## src/rtl/pipw_pkg.sv

```systemverilog
`default_nettype none

package pipw_pkg;

  localparam int COORD_W      = 16;
  localparam int MAX_VERTICES = 64;
  localparam int WIND_W       = 7;
  localparam int PC_W         = 3;

  typedef enum logic [1:0] {
    OP_START  = 2'd0,
    OP_APPEND = 2'd1,
    OP_QUERY  = 2'd2
  } op_t;

  typedef struct packed {
    logic [1:0]                operation;
    logic signed [COORD_W-1:0] coord_x;
    logic signed [COORD_W-1:0] coord_y;
  } in_word_t;

  typedef struct packed {
    logic signed [WIND_W-1:0] winding;
    logic                     inside_res;
    logic                     overflowed;
  } out_word_t;

  typedef enum logic [2:0] {
    COND_NONE,
    COND_NO_QUERY,
    COND_COUNT_ZERO,
    COND_IDX_LT,
    COND_OUT_BUSY
  } cond_t;

  // One microinstruction: datapath strobes, jump condition and jump target.
  typedef struct packed {
    logic            ready;
    logic            rd_first;
    logic            rd_loop;
    logic            inject;
    logic            result;
    cond_t           cond;
    logic [PC_W-1:0] target;
  } ucode_t;

  localparam logic [PC_W-1:0] PC_IDLE   = 3'd0;
  localparam logic [PC_W-1:0] PC_QSTART = 3'd1;
  localparam logic [PC_W-1:0] PC_LOOP   = 3'd2;
  localparam logic [PC_W-1:0] PC_CLOSE  = 3'd3;
  localparam logic [PC_W-1:0] PC_RESULT = 3'd7;

  // The program. A false condition falls through to the next step; the result
  // step is last, so falling through from it wraps back to idle.
  function automatic ucode_t ucode_rom(input logic [PC_W-1:0] pc);
    ucode_t u;
    u = '{ready: 1'b0, rd_first: 1'b0, rd_loop: 1'b0, inject: 1'b0, result: 1'b0,
          cond: COND_NONE, target: PC_IDLE};
    case (pc)
      PC_IDLE: begin
        u.ready  = 1'b1;
        u.cond   = COND_NO_QUERY;
        u.target = PC_IDLE;
      end
      PC_QSTART: begin
        u.rd_first = 1'b1;
        u.cond     = COND_COUNT_ZERO;
        u.target   = PC_RESULT;
      end
      PC_LOOP: begin
        u.rd_loop = 1'b1;
        u.cond    = COND_IDX_LT;
        u.target  = PC_LOOP;
      end
      PC_CLOSE: begin
        u.inject = 1'b1;
      end
      PC_RESULT: begin
        u.result = 1'b1;
        u.cond   = COND_OUT_BUSY;
        u.target = PC_RESULT;
      end
      default: begin
        // drain steps: let the last edges reach the accumulator
      end
    endcase
    return u;
  endfunction

endpackage

`default_nettype wire

```

## src/rtl/point_in_polygon_winding.sv

```systemverilog
`default_nettype none

// Channel  Direction  Payload     Handshake
// in       input      in_word_t   in_valid / in_ready
// out      output     out_word_t  out_valid / out_ready
//
// Start and append words are accepted while idle and written straight into
// the vertex memory. A query holds the input through the accepting step, the
// first read, one step per vertex, the closing edge, three steps while the
// last edges pass the pipeline (differences, products, compare and count)
// and the result step; with none stored, the first read jumps to the result.
// One step per vertex follows from the single read port of the vertex memory.
// Reset clears the sequencer, vertex count and overflow flag; no memory sweep.
// A finished result waits in the output register while new words are taken;
// the next result step holds until that register has been emptied.
module point_in_polygon_winding
  import pipw_pkg::*;
#(
  parameter int MAX_VERTICES = pipw_pkg::MAX_VERTICES
) (
  input  wire logic      clk,
  input  wire logic      rst,
  input  wire logic      in_valid,
  output logic           in_ready,
  input  wire in_word_t  in_word,
  output logic           out_valid,
  input  wire logic      out_ready,
  output out_word_t      out_word
);

  localparam int IDX_W = $clog2(MAX_VERTICES);
  localparam int CNT_W = $clog2(MAX_VERTICES + 1);
  localparam int DW    = COORD_W + 1;
  localparam int PW    = 2 * DW;
  localparam int XW    = PW + 1;
  localparam int VW    = 2 * COORD_W;
  localparam logic [CNT_W-1:0] MAX_CNT = CNT_W'(MAX_VERTICES);

  // sequencer
  logic [PC_W-1:0] pc;
  logic [PC_W-1:0] pc_next;
  ucode_t          uc;

  // vertex store and bookkeeping
  logic [VW-1:0]    mem [MAX_VERTICES];
  logic [CNT_W-1:0] count;
  logic             ovf;
  logic [CNT_W-1:0] idx;

  logic             accept;
  logic             acc_query;
  logic             we;
  logic [IDX_W-1:0] waddr;
  logic             re;
  logic [IDX_W-1:0] raddr;
  logic [VW-1:0]    rdata;
  logic             rv;
  logic             rfirst;
  logic             idx_lt;
  logic             out_busy;
  logic             cond_true;

  // query point and edge end points
  logic signed [COORD_W-1:0] px, py;
  logic signed [COORD_W-1:0] first_x, first_y;
  logic signed [COORD_W-1:0] prev_x, prev_y;
  logic signed [COORD_W-1:0] cur_x, cur_y;
  logic                      edge_v;

  // pipeline
  logic                 bv, bup, bdn;
  logic signed [DW-1:0] ba, bb, bc, bd;
  logic                 cv, cup, cdn;
  logic signed [PW-1:0] cp1, cp2;
  logic signed [XW-1:0] cross_prod;
  logic [WIND_W-1:0]    acc;

  assign uc        = ucode_rom(pc);
  assign in_ready  = uc.ready;
  assign accept    = in_valid && in_ready;
  assign acc_query = accept && (in_word.operation == OP_QUERY);
  assign idx_lt    = idx < count;
  assign out_busy  = out_valid && !out_ready;

  always_comb begin
    case (uc.cond)
      COND_NO_QUERY:   cond_true = !acc_query;
      COND_COUNT_ZERO: cond_true = (count == '0);
      COND_IDX_LT:     cond_true = idx_lt;
      COND_OUT_BUSY:   cond_true = out_busy;
      default:         cond_true = 1'b0;
    endcase
    pc_next = cond_true ? uc.target : pc + PC_W'(1);
  end

  // Write side: start rewrites entry zero, append goes to the next free entry.
  always_comb begin
    we    = 1'b0;
    waddr = '0;
    if (accept) begin
      case (in_word.operation)
        OP_START: begin
          we = 1'b1;
        end
        OP_APPEND: begin
          we    = (count < MAX_CNT);
          waddr = count[IDX_W-1:0];
        end
        default: begin
        end
      endcase
    end
  end

  always_comb begin
    re    = 1'b0;
    raddr = '0;
    if (uc.rd_first) begin
      re = 1'b1;
    end else if (uc.rd_loop && idx_lt) begin
      re    = 1'b1;
      raddr = idx[IDX_W-1:0];
    end
  end

  always_ff @(posedge clk) begin
    if (we) begin
      mem[waddr] <= {in_word.coord_x, in_word.coord_y};
    end
    if (re) begin
      rdata <= mem[raddr];
    end
  end

  // Edge assembly: the closing edge runs from the last vertex back to the first.
  always_comb begin
    if (uc.inject) begin
      cur_x = first_x;
      cur_y = first_y;
    end else begin
      cur_x = rdata[VW-1:COORD_W];
      cur_y = rdata[COORD_W-1:0];
    end
    edge_v = (rv && !rfirst) || uc.inject;
  end

  assign cross_prod = XW'(cp1) - XW'(cp2);

  always_ff @(posedge clk) begin
    if (rst) begin
      pc        <= PC_IDLE;
      count     <= '0;
      ovf       <= 1'b0;
      idx       <= '0;
      rv        <= 1'b0;
      rfirst    <= 1'b0;
      bv        <= 1'b0;
      cv        <= 1'b0;
      out_valid <= 1'b0;
    end else begin
      pc     <= pc_next;
      rv     <= re;
      rfirst <= uc.rd_first;
      bv     <= edge_v;
      cv     <= bv;

      if (accept) begin
        case (in_word.operation)
          OP_START: begin
            count <= CNT_W'(1);
            ovf   <= 1'b0;
          end
          OP_APPEND: begin
            if (count < MAX_CNT) begin
              count <= count + CNT_W'(1);
            end else begin
              ovf <= 1'b1;
            end
          end
          default: begin
          end
        endcase
      end

      if (uc.rd_first) begin
        idx <= CNT_W'(1);
      end else if (uc.rd_loop && idx_lt) begin
        idx <= idx + CNT_W'(1);
      end

      if (uc.result && !out_busy) begin
        out_valid <= 1'b1;
      end else if (out_ready) begin
        out_valid <= 1'b0;
      end
    end
  end

  // Datapath registers without reset.
  always_ff @(posedge clk) begin
    if (acc_query) begin
      px  <= in_word.coord_x;
      py  <= in_word.coord_y;
      acc <= '0;
    end

    if (rv && rfirst) begin
      first_x <= cur_x;
      first_y <= cur_y;
    end
    if (rv) begin
      prev_x <= cur_x;
      prev_y <= cur_y;
    end

    // stage one: differences and crossing direction
    ba  <= DW'(cur_x) - DW'(prev_x);
    bb  <= DW'(py) - DW'(prev_y);
    bc  <= DW'(cur_y) - DW'(prev_y);
    bd  <= DW'(px) - DW'(prev_x);
    bup <= (prev_y <= py) && (cur_y > py);
    bdn <= (prev_y > py) && (cur_y <= py);

    // stage two: the two products of the cross product
    cp1 <= PW'(ba) * PW'(bb);
    cp2 <= PW'(bc) * PW'(bd);
    cup <= bup;
    cdn <= bdn;

    // stage three: sign of the cross product decides the count
    if (cv) begin
      if (cup && (cross_prod > 0)) begin
        acc <= acc + WIND_W'(1);
      end else if (cdn && (cross_prod < 0)) begin
        acc <= acc - WIND_W'(1);
      end
    end

    if (uc.result && !out_busy) begin
      out_word.winding    <= acc;
      out_word.inside_res <= (acc != '0);
      out_word.overflowed <= ovf;
    end
  end

endmodule

`default_nettype wire

```

## config.mk

```make
export PLATFORM = sky130hd
export DESIGN_NAME = point_in_polygon_winding
export DESIGN_NICKNAME = d
export VERILOG_FILES = /design/src/rtl/pipw_pkg.sv /design/src/rtl/point_in_polygon_winding.sv
export SDC_FILE = /design/constraint.sdc
export NUM_CORES = 2
export LEC_CHECK = 0
export BUFFER_PORTS_ARGS = -buffer_cell sky130_fd_sc_hd__buf_4
export CAP_MARGIN = 5
export CORE_ASPECT_RATIO = 0.9
export CORE_MARGIN = 2
export CORE_UTILIZATION = 57
export CTS_BUF_LIST = sky130_fd_sc_hd__clkbuf_4 sky130_fd_sc_hd__clkbuf_8 sky130_fd_sc_hd__clkbuf_16
export CTS_CLUSTER_DIAMETER = 40
export DETAILED_ROUTE_END_ITERATION = 8
export GPL_TIMING_DRIVEN = 1
export PLACE_DENSITY = 0.73
export SLEW_MARGIN = 20
export SYNTH_ARGS = -nofsm -noshare
export SYNTH_HDL_FRONTEND = slang
export SYNTH_SLANG_ARGS = --single-unit
export TNS_END_PERCENT = 10
```

## constraint.sdc

```tcl
create_clock -name clk -period 8.4 [get_ports clk]
set_clock_uncertainty 0.1 [all_clocks]
set_input_delay 1.68 -clock clk [delete_from_list [all_inputs] [get_ports clk]]
set_output_delay 1.68 -clock clk [all_outputs]
set_load 0.02 [all_outputs]
```

==> results.py <==
metrics = {
    "clock_tree": {
        "clk_path_buf_depth": 4,
        "cts_tree": "done",
        "numCtsBuffers": 279,
        "cts_hold_buffers": 0,
        "clkLatencyLatePin_ns": 0.94,
        "cts_num_sinks": 2355,
        "cts_resized": 0,
        "htreeDepth": 5,
        "post_cts_buffers": 0,
        "cts-root-buf": "clkbuf_16",
        "worst_setup_hold_path_clk_slew_ns": 0.05,
    },
    "timing": {
        "rsz0062_at_grt": "false",
        "drv_slew": 0,
        "setup-tns-final_ns": 0,
        "fmax_mhz": 140,
        "hold_viol": 0,
        "finalSetupViolCount": 0,
        "worstMarginPinSlew_ns": 1.40,
        "post-route-period-util_pct": 85.1,
        "slew-limit-headroom_pct": 5.94,
        "min_period_ns": 7.15,
    },
    "yosys": {
        "syn_nets": 8788,
        "synth_edf_count": 2185,
        "seq_area_frac_synth_pct": 61.4,
        "syn_inst": 7849,
        "syn_area_per_cell_um2": 14.3,
        "syn_area_mm2": 0.112,
        "synthFlopType": "edfxtp_1",
        "ys_async_sr_fraction_pct": 0,
        "yosys.cell_types.count": 75,
        "yosys_register_bits": 2355,
        "yosysWarnings": 0,
    },
    "job": {
        "max_cap_violations": 0,
    },
    "grt": {
        "grt_usage_pct": 31.2,
        "grt-ovfl-total": 0,
        "grt_max_degree": 142,
        "grt_pass1_vias": 68500,
        "grt_pass1_wl_um": 457000,
        "antenna_found_initial": 31,
    },
    "setup_path": {
        "startpoint_type": "register",
        "arrival_ns": 7.79,
        "end_kind": "register",
        "criticalPathCategory": "register to register",
        "critical_path_required_ns": 9.04,
        "path_max_fanout": 14,
        "r2r_cells": 21,
    },
    "layout": {
        "layout.nets": 8919,
        "syn_to_final_growth_pct": 11.8,
        "drive_gt1_share_pct": 9.76,
        "num-fill-cells": 13800,
    },
    "worst_hold_path": {
        "hold-path-cell-count": 0,
        "hold_path_class": "register to register",
    },
    "drt": {
        "vias": 69000,
        "ant_nets": 0,
        "first_pass_iters": 6,
        "avgRoutedWirePerCell_um": 29.1,
        "first_iter_violations": 9102,
        "wl_um": 313000,
        "vias_per_cell": 6.40,
        "drc": 0,
    },
    "floorplan": {
        "rows": 154,
        "die_h_um": 425,
        "start_util_pct": 57.4,
        "die-area_mm2": 0.201,
        "pin_count": 49,
        "coreArea_mm2": 0.196,
        "die_w_um": 472,
    },
    "place": {
        "place_congestion": 0.927,
        "io_buffers": 48,
        "place.detailed.hpwl_um": 193000,
    },
    "outcome": {
        "status": "finished, final reports clean",
    },
}
==> layer usage <==
metal / routed length [um] / global-route usage (%) / vias to the layer above
li1: - / - / 29200
met3: 35100 / 6.00 / 769
met4: 15300 / 13.7 / 14
met2: 143000 / 48.3 / 4233
met1: 119000 / 43.3 / 34700
met5: 89 / 0 / -
==> logic make-up (layout without fill, tap and decap cells) <==
logic type                 Yosys count  count (layout)  share of synthesized area [%]
muxes                              536             536                           4.80
buffers and inverters             1119            1450                           3.80
DFF                               2355            2355                           61.4
xor gates and xnor gates           118             118                          0.919
and+or+nand+nor                   1362            1362                           6.08
adders and majority gates          901             901                           14.0
AOI/OAI and AO/OA                 1458            1458                           8.99
other                                0              18                              0
==> area by class of cell <==
class / instances / area (um2) / share of cell area, %
clock buffer: 325 / 7420 / 5.90
timing repair buffer: 206 / 1700 / 1.35
antenna: 18 / 45.0 / 0.0358
inverter: 763 / 2860 / 2.28
clock inverter: 156 / 1510 / 1.20
multi-input combinational: 4375 / 39900 / 31.7
tap: 2574 / 3220 / 2.56
sequential: 2355 / 69000 / 54.9
==> critical path, stage by stage, from the launching register on <==
cell and delay [ns]:
dfxtp_1 0.74, nand2_1 0.17, fa_1 0.55, fa_1 0.58, fa_1 0.45, fa_1 0.54
inv_1 0.05, fa_1 0.50, fa_1 0.42, ha_1 0.36, a21o_1 0.19, a21o_1 0.17
a21oi_1 0.13, o21ai_0 0.09, a21oi_1 0.29, o211ai_1 0.37, a31oi_1 0.31, o21ai_0 0.19
o41ai_1 0.44, o21bai_1 0.10, a21oi_1 0.20, xnor2_1 0.08
==> synthesized netlist by cell type, types with 36 or more instances <==
| library cell | number | area share [%] |
|---|---|---|
| nand2b_1 | 36 | 0.20 |
| a21o_1 | 65 | 0.43 |
| nand2_1 | 440 | 1.5 |
| buf_2 | 42 | 0.19 |
| inv_1 | 761 | 2.5 |
| mux2i_1 | 507 | 4.5 |
| or4_1 | 68 | 0.45 |
| xnor2_1 | 96 | 0.75 |
| a22o_1 | 132 | 1.0 |
| o22ai_1 | 315 | 1.8 |
| o21ai_0 | 96 | 0.43 |
| and2_1 | 300 | 1.7 |
| nor2_1 | 243 | 0.81 |
| ha_1 | 304 | 3.4 |
| edfxtp_1 | 2185 | 58 |
| clkbuf_1 | 271 | 0.90 |
| fa_1 | 597 | 11 |
| nor4_1 | 73 | 0.41 |
| a221oi_1 | 134 | 1.0 |
| dfxtp_1 | 170 | 3.0 |
| buf_1 | 40 | 0.13 |
| a21oi_1 | 256 | 1.1 |
| nand3_1 | 42 | 0.19 |
| a22oi_1 | 258 | 1.7 |
==> worst paths after layout <==
kind	to	start	slack, ns
hold / removal	cdn$_DFF_P_	bdn$_DFF_P_	0.24
setup reg to reg	cp2[33]$_DFF_P_	bc[10]$_DFF_P_	1.25
setup / recovery	cp2[33]$_DFF_P_	bc[10]$_DFF_P_	1.25
hold reg to reg	cdn$_DFF_P_	bdn$_DFF_P_	0.24
==> sequential cells by signal, indices dropped and copies added (netlist names), 3 cells and up <==
register and flops:
acc 7, ba 17, bb 17, bc 17
bd 17, count 7, cp1 34, cp2 34
first_x 16, first_y 16, idx 7, mem 2048
out_word 9, pc 3, prev_x 16, prev_y 16
px 16, py 16, rdata 32
==> cell usage in the layout, fill, tap and decap left out, drive strengths merged, types with 105 or more instances in the layout <==
| master | n |
|---|---|
| a221oi | 134 |
| buf | 206 |
| inv | 803 |
| nor2 | 243 |
| a22o | 132 |
| clkbuf | 325 |
| and2 | 300 |
| edfxtp | 2185 |
| o21ai | 105 |
| o22ai | 315 |
| mux2i | 507 |
| a22oi | 258 |
| nand2 | 440 |
| ha | 304 |
| fa | 597 |
| a21oi | 257 |
| dfxtp | 170 |
==> per-stage QoR <==
step                hold slack [ns]  worst slack (ns)  utilization [%]  instance area [um2]  instances
floorplan                     0.210              1.81                -               112000       7849
global placement              0.216              1.28             59.5               117000      10300
detailed placement            0.224              1.25             59.5               117000      10300
CTS                           0.238              1.25             64.1               126000      10800
global route                  0.248             0.796             64.1               126000      10800
finish                        0.235              1.25             64.1               126000      10800
Power is not shown: default switching activity piles up to over one toggle a cycle in this logic, so the estimate is an artifact.
